**config.mk**
```make
export PLATFORM = sky130hd
export DESIGN_NAME = pti_ctrl
export DESIGN_NICKNAME = d
export VERILOG_FILES = /design/src/rtl/pti_pkg.sv /design/src/rtl/pti_ctrl.sv
export SDC_FILE = /design/constraint.sdc
export NUM_CORES = 1
export LEC_CHECK = 0
export ABC_AREA = 1
export BUFFER_PORTS_ARGS = -buffer_cell sky130_fd_sc_hd__buf_2
export CORE_MARGIN = 2
export CORE_UTILIZATION = 51
export DETAILED_ROUTE_END_ITERATION = 10
export GPL_TIMING_DRIVEN = 0
export PLACE_DENSITY = 0.72
export SYNTH_ARGS = -nofsm -noshare
export SYNTH_HDL_FRONTEND = slang
export SYNTH_SLANG_ARGS = --single-unit
```
**constraint.sdc**
```tcl
create_clock -name clk -period 2.1 [get_ports clk]
set_clock_uncertainty 0.15 [all_clocks]
set_input_delay 0.42 -clock clk [delete_from_list [all_inputs] [get_ports clk]]
set_output_delay 0.42 -clock clk [all_outputs]
set_load 0.02 [all_outputs]
```
**src/rtl/pti_pkg.sv**
```systemverilog
// Shared types, constants and helper functions of the particle table integrator.
package pti_pkg;

    localparam int SLOTS_DEFAULT      = 64;
    localparam int TYPE_COUNT_DEFAULT = 16;

    // One stored particle, kept as a single memory word.
    typedef struct packed {
        logic signed [31:0] pos_x;
        logic signed [31:0] pos_y;
        logic signed [31:0] pos_z;
        logic signed [31:0] vel_x;
        logic signed [31:0] vel_y;
        logic signed [31:0] vel_z;
        logic [30:0]        life_left;
        logic [30:0]        life_total;
        logic [30:0]        size;
        logic [31:0]        col_s;
        logic [31:0]        col_e;
        logic [3:0]         ptype;
    } entry_t;

    typedef enum logic [1:0] {
        KIND_SPAWN  = 2'd0,
        KIND_REJECT = 2'd1,
        KIND_RECORD = 2'd2,
        KIND_EMPTY  = 2'd3
    } kind_t;

    typedef enum logic [2:0] {
        CFG_GRAVITY    = 3'd0,
        CFG_WIND_X     = 3'd1,
        CFG_WIND_Y     = 3'd2,
        CFG_WIND_Z     = 3'd3,
        CFG_STEP_SCALE = 3'd4,
        CFG_RUN_ENABLE = 3'd5
    } cfg_idx_t;

    // Micro-steps of the integration sequence, one shared multiply each.
    typedef enum logic [3:0] {
        STEP_GRAV = 4'd0,
        STEP_VY_G = 4'd1,
        STEP_VX_W = 4'd2,
        STEP_VY_W = 4'd3,
        STEP_VZ_W = 4'd4,
        STEP_VX_D = 4'd5,
        STEP_VY_D = 4'd6,
        STEP_VZ_D = 4'd7,
        STEP_PX   = 4'd8,
        STEP_PY   = 4'd9,
        STEP_PZ   = 4'd10,
        STEP_BX   = 4'd11,
        STEP_BY   = 4'd12,
        STEP_BZ   = 4'd13
    } step_t;

    typedef struct packed {
        logic signed [17:0] grav;
        logic [16:0]        drag;
        logic [16:0]        bnc;
    } type_rom_t;

    // Commands from the controller to the datapath.
    typedef struct packed {
        logic  latch;
        logic  spawn_wr;
        logic  dt_ld;
        logic  cnt_clr;
        logic  ld_adv;
        logic  kill;
        logic  mul;
        logic  acc;
        logic  clr_py;
        logic  wr_back;
        logic  emit_clr;
        logic  ld_rd;
        logic  div_step;
        logic  mix;
        logic  out_valid;
        logic  emit_inc;
        step_t step;
        kind_t out_kind;
    } cmd_t;

    // Status from the datapath to the controller.
    typedef struct packed {
        logic live_cur;
        logic bad_type;
        logic full;
        logic op_tick;
        logic run;
        logic died;
        logic bounce;
        logic count_zero;
        logic last_rec;
    } sts_t;

    function automatic type_rom_t type_rom(input logic [3:0] t);
        type_rom_t r;
        case (t)
            4'd0:    r = '{grav:  18'sd32768, drag: 17'd655,  bnc: 17'd19661};
            4'd1:    r = '{grav: -18'sd13107, drag: 17'd3277, bnc: 17'd0};
            4'd2:    r = '{grav:  18'sd6554,  drag: 17'd1966, bnc: 17'd0};
            4'd3:    r = '{grav: -18'sd19661, drag: 17'd2621, bnc: 17'd0};
            4'd4:    r = '{grav: -18'sd6554,  drag: 17'd1311, bnc: 17'd0};
            4'd5:    r = '{grav:  18'sd65536, drag: 17'd655,  bnc: 17'd32768};
            4'd6:    r = '{grav:  18'sd65536, drag: 17'd655,  bnc: 17'd39322};
            4'd7:    r = '{grav: -18'sd32768, drag: 17'd1311, bnc: 17'd0};
            4'd8:    r = '{grav:  18'sd0,     drag: 17'd0,    bnc: 17'd0};
            4'd9:    r = '{grav:  18'sd52429, drag: 17'd1311, bnc: 17'd0};
            4'd10:   r = '{grav:  18'sd19661, drag: 17'd1966, bnc: 17'd0};
            4'd11:   r = '{grav:  18'sd65536, drag: 17'd1311, bnc: 17'd19661};
            4'd12:   r = '{grav:  18'sd52429, drag: 17'd1966, bnc: 17'd13107};
            4'd13:   r = '{grav:  18'sd0,     drag: 17'd655,  bnc: 17'd0};
            4'd14:   r = '{grav:  18'sd0,     drag: 17'd655,  bnc: 17'd0};
            default: r = '{grav: -18'sd6554,  drag: 17'd0,    bnc: 17'd0};
        endcase
        return r;
    endfunction

    function automatic logic signed [31:0] sat32(input logic signed [65:0] v);
        logic signed [31:0] r;
        if (v > 66'sd2147483647) begin
            r = 32'sh7FFFFFFF;
        end else if (v < -66'sd2147483648) begin
            r = 32'sh80000000;
        end else begin
            r = v[31:0];
        end
        return r;
    endfunction

endpackage

```
**src/rtl/pti_ctrl.sv**
```systemverilog
// Controller state machine: sequences spawn, integration pass and report pass.
module pti_ctrl #(
    parameter int SLOTS = pti_pkg::SLOTS_DEFAULT,
    localparam int IDX_W = (SLOTS > 1) ? $clog2(SLOTS) : 1
) (
    input  logic             clk,
    input  logic             rst_n,
    input  logic             start,
    output logic             busy,
    input  pti_pkg::sts_t    sts,
    output pti_pkg::cmd_t    cmd,
    output logic [IDX_W-1:0] slot
);

    localparam int DIV_STEPS = 17;

    typedef enum logic [17:0] {
        S_IDLE   = 18'h00001,
        S_DEC    = 18'h00002,
        S_SCAN   = 18'h00004,
        S_SP_OUT = 18'h00008,
        S_REJ    = 18'h00010,
        S_T_INIT = 18'h00020,
        S_A_RD   = 18'h00040,
        S_A_LD   = 18'h00080,
        S_A_MUL  = 18'h00100,
        S_A_ACC  = 18'h00200,
        S_A_WR   = 18'h00400,
        S_R_STRT = 18'h00800,
        S_R_RD   = 18'h01000,
        S_R_LD   = 18'h02000,
        S_R_DIV  = 18'h04000,
        S_R_MIX  = 18'h08000,
        S_R_OUT  = 18'h10000,
        S_NONE   = 18'h20000
    } state_t;

    state_t             state_reg, state_next;
    logic [IDX_W-1:0]   slot_reg, slot_next;
    pti_pkg::step_t     step_reg, step_next;
    logic [4:0]         div_reg, div_next;
    logic               slot_last;

    assign slot_last = (slot_reg == IDX_W'(SLOTS - 1));

    always_comb
    begin
        state_next   = state_reg;
        slot_next    = slot_reg;
        step_next    = step_reg;
        div_next     = div_reg;
        cmd          = '0;
        cmd.step     = step_reg;
        cmd.out_kind = pti_pkg::KIND_SPAWN;
        case (state_reg)
            S_IDLE:
            begin
                if (start)
                begin
                    cmd.latch  = 1'b1;
                    state_next = S_DEC;
                end
            end
            S_DEC:
            begin
                slot_next = '0;
                if (sts.op_tick)
                begin
                    state_next = S_T_INIT;
                end else if (sts.bad_type || sts.full)
                begin
                    state_next = S_REJ;
                end else
                begin
                    state_next = S_SCAN;
                end
            end
            S_SCAN:
            begin
                if (!sts.live_cur)
                begin
                    cmd.spawn_wr = 1'b1;
                    state_next   = S_SP_OUT;
                end else
                begin
                    slot_next = slot_reg + 1'b1;
                end
            end
            S_SP_OUT:
            begin
                cmd.out_valid = 1'b1;
                cmd.out_kind  = pti_pkg::KIND_SPAWN;
                state_next    = S_IDLE;
            end
            S_REJ:
            begin
                cmd.out_valid = 1'b1;
                cmd.out_kind  = pti_pkg::KIND_REJECT;
                state_next    = S_IDLE;
            end
            S_T_INIT:
            begin
                cmd.dt_ld = 1'b1;
                slot_next = '0;
                if (sts.run)
                begin
                    cmd.cnt_clr = 1'b1;
                    state_next  = S_A_RD;
                end else
                begin
                    state_next = S_R_STRT;
                end
            end
            S_A_RD:
            begin
                if (sts.live_cur)
                begin
                    state_next = S_A_LD;
                end else if (slot_last)
                begin
                    state_next = S_R_STRT;
                end else
                begin
                    slot_next = slot_reg + 1'b1;
                end
            end
            S_A_LD:
            begin
                cmd.ld_adv = 1'b1;
                if (sts.died)
                begin
                    cmd.kill = 1'b1;
                    if (slot_last)
                    begin
                        state_next = S_R_STRT;
                    end else
                    begin
                        slot_next  = slot_reg + 1'b1;
                        state_next = S_A_RD;
                    end
                end else
                begin
                    step_next  = pti_pkg::STEP_GRAV;
                    state_next = S_A_MUL;
                end
            end
            S_A_MUL:
            begin
                if (step_reg == pti_pkg::STEP_BX && !sts.bounce)
                begin
                    state_next = S_A_WR;
                end else
                begin
                    cmd.mul    = 1'b1;
                    cmd.clr_py = (step_reg == pti_pkg::STEP_BX);
                    state_next = S_A_ACC;
                end
            end
            S_A_ACC:
            begin
                cmd.acc = 1'b1;
                if (step_reg == pti_pkg::STEP_BZ)
                begin
                    state_next = S_A_WR;
                end else
                begin
                    step_next  = pti_pkg::step_t'(step_reg + 4'd1);
                    state_next = S_A_MUL;
                end
            end
            S_A_WR:
            begin
                cmd.wr_back = 1'b1;
                if (slot_last)
                begin
                    state_next = S_R_STRT;
                end else
                begin
                    slot_next  = slot_reg + 1'b1;
                    state_next = S_A_RD;
                end
            end
            S_R_STRT:
            begin
                cmd.emit_clr = 1'b1;
                slot_next    = '0;
                state_next   = sts.count_zero ? S_NONE : S_R_RD;
            end
            S_R_RD:
            begin
                if (sts.live_cur)
                begin
                    state_next = S_R_LD;
                end else
                begin
                    slot_next = slot_reg + 1'b1;
                end
            end
            S_R_LD:
            begin
                cmd.ld_rd  = 1'b1;
                div_next   = '0;
                state_next = S_R_DIV;
            end
            S_R_DIV:
            begin
                cmd.div_step = 1'b1;
                if (div_reg == 5'(DIV_STEPS - 1))
                begin
                    state_next = S_R_MIX;
                end else
                begin
                    div_next = div_reg + 5'd1;
                end
            end
            S_R_MIX:
            begin
                cmd.mix    = 1'b1;
                state_next = S_R_OUT;
            end
            S_R_OUT:
            begin
                cmd.out_valid = 1'b1;
                cmd.out_kind  = pti_pkg::KIND_RECORD;
                cmd.emit_inc  = 1'b1;
                if (sts.last_rec)
                begin
                    state_next = S_IDLE;
                end else
                begin
                    slot_next  = slot_reg + 1'b1;
                    state_next = S_R_RD;
                end
            end
            S_NONE:
            begin
                cmd.out_valid = 1'b1;
                cmd.out_kind  = pti_pkg::KIND_EMPTY;
                state_next    = S_IDLE;
            end
            default:
            begin
                state_next = S_IDLE;
            end
        endcase
    end

    always_ff @(posedge clk or negedge rst_n)
    begin
        if (!rst_n)
        begin
            state_reg <= S_IDLE;
            slot_reg  <= '0;
            step_reg  <= pti_pkg::STEP_GRAV;
            div_reg   <= '0;
        end else
        begin
            state_reg <= state_next;
            slot_reg  <= slot_next;
            step_reg  <= step_next;
            div_reg   <= div_next;
        end
    end

    assign busy = (state_reg != S_IDLE);
    assign slot = slot_reg;

endmodule

```
==> Implementation_results.wiki <==
{| class="wikitable"
! Metric !! Value
|-
| Setup repair after global routing missed its margin || yes
|-
| Clock tree from TritonCTS || built
|-
| Synth top area share || 30.4%
|-
| Max-slew violation count || 0
|-
| Initial core utilization || 52.2%
|-
| Floorplan Core Area || 5040 um^2
|-
| Result of the run || complete, but fails checks
|-
| Critical Path, Cell by Cell || nor2_4 > nand2_4 > nor2_8 > buf_6 > nand3_4 > inv_4 > nor2_2 > nand3_1 > buf_6
|-
| Placed wire-length estimate || 5.13 mm
|-
| Total GRT Usage || 29.3%
|-
| Area growth from synthesis to layout || 55.2%
|-
| Final Total Pwr || 0.00344 W
|-
| Max reg flops || 18
|-
| Peak supply drop || 587 uV
|-
| Power per cell area || 842 nW/um^2
|-
| Clock tree sinks || 33
|-
| Die Span Y || 75.8 um
|-
| RD Place Congestion || 0.954
|-
| Data required time of the critical path || 1530 ps
|-
| Worst Path Arrival || 1860 ps
|-
| Setup Slack @ Placement || -300 ps
|-
| Hold Slack || 44.2 ps
|-
| Reg-to-Reg Start || state_reg[10]$_DFFE_PN0P_
|-
| Dominant cell type by count on the critical path || sky130_fd_sc_hd__buf_6
|-
| Slowest cell delay on critical path || 470 ps
|-
| Number of diodes added for antenna fixing || 0
|-
| Capturing point of the worst reg2reg path || slot[3]$_DFFE_PN0P_
|-
| Overall die area || 5750 um^2
|-
| Largest buffer count on any clock path || 2
|-
| Cell accounting for the most synthesized area || sky130_fd_sc_hd__dfrtp_1
|-
| Endpoint type of the worst setup path || output pin
|-
| Worst skew pair latency || 300 ps
|-
| Number of buffers inserted during clock tree synthesis || 5
|-
| First-pass detailed-route iteration total || 6
|-
| Wirelength per Cell || 18.0 um
|-
| Number of enable flip-flop cells after synthesis || 0
|-
| Min cycle time layout || 2430 ps
|-
| Antenna-violating nets left || 0
|-
| Detailed-route vias per instance || 5.82
|-
| Synthesized flop and latch total || 33
|-
| Post-synthesis cell count || 387
|-
| Sequential share of the synthesized area || 31.4%
|-
| Synth unique cells || 36
|-
| Net count after synthesis || 404
|-
| Routed via count || 3303
|-
| Site row count || 26
|-
| Path depth of the worst reg2reg path || 13
|-
| Worst Setup Slack, final || -329 ps
|-
| Vias in the first global route || 2720
|-
| Leakage power || 2.11 nW
|-
| I/O pin total || 41
|-
| Critical Path Slowest Stage Cell || sky130_fd_sc_hd__dfrtp_1
|-
| Remaining design rule violation count || 0
|-
| Mean cell area of the mapped netlist || 6.80 um^2
|-
| Category of the critical setup timing path || reg2out
|-
| Global-route wire length before repair || 12.5 mm
|-
| Remaining Overflow, GRT || 0
|-
| Initial antenna violation count || 0
|-
| Type of the tightest min-delay check || in2async
|-
| Maximum frequency from static timing analysis || 0.412 GHz
|-
| Drt initial violations || 571
|-
| Number of hold violations in the final report || 0
|-
| Number of H-tree levels || 2
|-
| Kind of launch point of the worst setup path || flip-flop
|-
| WL final || 10.2 mm
|-
| Setup TNS Final || -4970 ps
|-
| Leading post-synthesis cells by cell area || sky130_fd_sc_hd__dfrtp_1 30%, sky130_fd_sc_hd__nand2_1 11%, sky130_fd_sc_hd__nor2_1 11%, sky130_fd_sc_hd__inv_1 8.1%, sky130_fd_sc_hd__nand3_1 7.6%
|-
| Cell at the root of the clock tree || sky130_fd_sc_hd__clkbuf_8
|-
| Max-cap violations || 0
|-
| Clock-pin slew of the registers on the worst-case setup and hold paths || 80 ps
|-
| Total of buffers placed on input and output ports || 39
|-
| Fraction of layout instances using a drive strength above 1 || 43.6%
|-
| Largest net degree at the start of global routing || 34
|-
| # setup viols final || 30
|-
| Synthesis warning total || 0
|-
| Fraction of registers with async set/reset || 100%
|-
| Ratio of final minimum period to clock period || 116%
|-
| Failing checks || negative setup slack
|-
| Maximum net fanout on the critical path || 6
|-
| Total number of nets in the final design || 514
|-
| Cts hold-fix bufs || 0
|-
| Horiz. Die Dim || 75.8 um
|-
| Synth Cell Area || 2630 um^2
|-
| Main synth FF type || sky130_fd_sc_hd__dfrtp_1
|-
| Register-to-register setup slack || -120 ps
|-
| Worst Max-Slew Pin Slew || 782 ps
|-
| Relative slew margins || 47.9%
|}
## cell usage after synthesis (3+ instances only)
cell	count
sky130_fd_sc_hd__nand4_1	13
sky130_fd_sc_hd__nand2_1	76
sky130_fd_sc_hd__nand2_2	8
sky130_fd_sc_hd__xor2_1	4
sky130_fd_sc_hd__a21oi_1	3
sky130_fd_sc_hd__nor4_1	3
sky130_fd_sc_hd__ha_1	5
sky130_fd_sc_hd__nand3_1	40
sky130_fd_sc_hd__inv_2	5
sky130_fd_sc_hd__nor2_4	8
sky130_fd_sc_hd__nand2_4	4
sky130_fd_sc_hd__o21ai_0	12
sky130_fd_sc_hd__nor3_1	6
sky130_fd_sc_hd__nor3b_1	3
sky130_fd_sc_hd__nor2_1	74
sky130_fd_sc_hd__nor2_2	4
sky130_fd_sc_hd__inv_1	57
sky130_fd_sc_hd__dfrtp_1	32
sky130_fd_sc_hd__nand3_2	7
## worst max path at each step
stage	start	endpoint	slack, ps	cells past startpoint
finish	state_reg[7]$_DFFE_PN0P_	cmd[7]	-330	9
detailed placement	state_reg[5]$_DFFE_PN0P_	cmd[7]	-300	8
global route	state_reg[7]$_DFFE_PN0P_	cmd[7]	-400	9
CTS	state_reg[2]$_DFFE_PN0P_	cmd[7]	-220	8
global placement	state_reg[5]$_DFFE_PN0P_	cmd[7]	-350	8
floorplan	state_reg[15]$_DFFE_PN0P_	cmd[21]	7	8
## cell type report
class                           instances  area (um^2)
Sequential cell                        33          832
Inverter                               63          256
Tap cell                               70         87.6
Multi-Input combinational cell        286         1870
Buffer                                  4         37.5
Clock buffer                            5         68.8
Timing Repair Buffer                  104          880
Fill cell                             291          960
Clock inverter                          3         46.3
## layout by cell type (no fill, tap or decap), drive strengths merged
| cell | Yosys | routed |
|---|---|---|
| nor3 | 8 | 8 |
| nand4 | 14 | 14 |
| dfrtp | 32 | 32 |
| o221ai | 2 | 2 |
| nor4 | 3 | 3 |
| nor3b | 3 | 3 |
| nand2 | 88 | 88 |
| o21ai | 14 | 14 |
| bufinv | 0 | 1 |
| nor2 | 88 | 88 |
| xnor2 | 1 | 1 |
| nand3b | 2 | 2 |
| ha | 5 | 5 |
| a21oi | 3 | 3 |
| xor2 | 4 | 4 |
| dfstp | 1 | 1 |
| clkbuf | 1 | 6 |
| o32ai | 1 | 1 |
| clkinvlp | 0 | 1 |
| nand3 | 47 | 47 |
| buf | 4 | 107 |
| inv | 63 | 63 |
| o21bai | 1 | 1 |
| mux2i | 1 | 1 |
| clkinv | 0 | 1 |
| o22ai | 1 | 1 |
## layer usage
layer | GRT usage (%) | wire length (um) | up-vias
li1 | - | - | 1461
met1 | 35.8 | 3730 | 1514
met2 | 47.8 | 4810 | 239
met3 | 6.48 | 979 | 89
met4 | 16.4 | 719 | 0
met5 | 0 | 0 | -
## power by group
part	switching, W	internal [W]	leakage, nW	total [W]
clock	0.000275	0.000355	0.0543	0.000630
combinational	0.00117	0.000843	1.62	0.00201
sequential	0.0000828	0.000714	0.436	0.000797
total	0.00152	0.00191	2.11	0.00344
## through the flow
| step | std cells | instance area (um^2) | util (%) |
|---|---|---|---|
| final | 568 | 4080 | 81.0 |
| after global routing | 568 | 4080 | 81.0 |
| after CTS | 545 | 3610 | 71.6 |
| after detailed placement | 496 | 2920 | 57.9 |
| after global placement | 496 | 2920 | 57.9 |
| after floorplan | 387 | 2640 | - |
## cell families (layout without fill, tap and decap cells)
logic type / Yosys count / after routing / share of synthesized area (%)
flops: 33 / 33 / 31.4
compound gates: 22 / 22 / 4.76
buf+inv: 68 / 179 / 10.6
mux: 1 / 1 / 0.380
simple gates: 253 / 253 / 48.8
xor+xnor: 5 / 5 / 1.66
fa+ha+maj: 5 / 5 / 2.38
## critical path, delay by kind of cell (launching register included)
family / cells / cell delay (ps)
buffers and inverters: 3 / 380
DFF: 1 / 470
and+or+nand+nor: 6 / 710
## what timing repair did
item,in CTS,in global routing
gates resized for setup,69,89
gates cloned,0,0
setup buffers,41,26
endpoints found under the setup margin,23,29
pin swaps,23,43
Note: power is estimated with default switching activity, not from simulation.
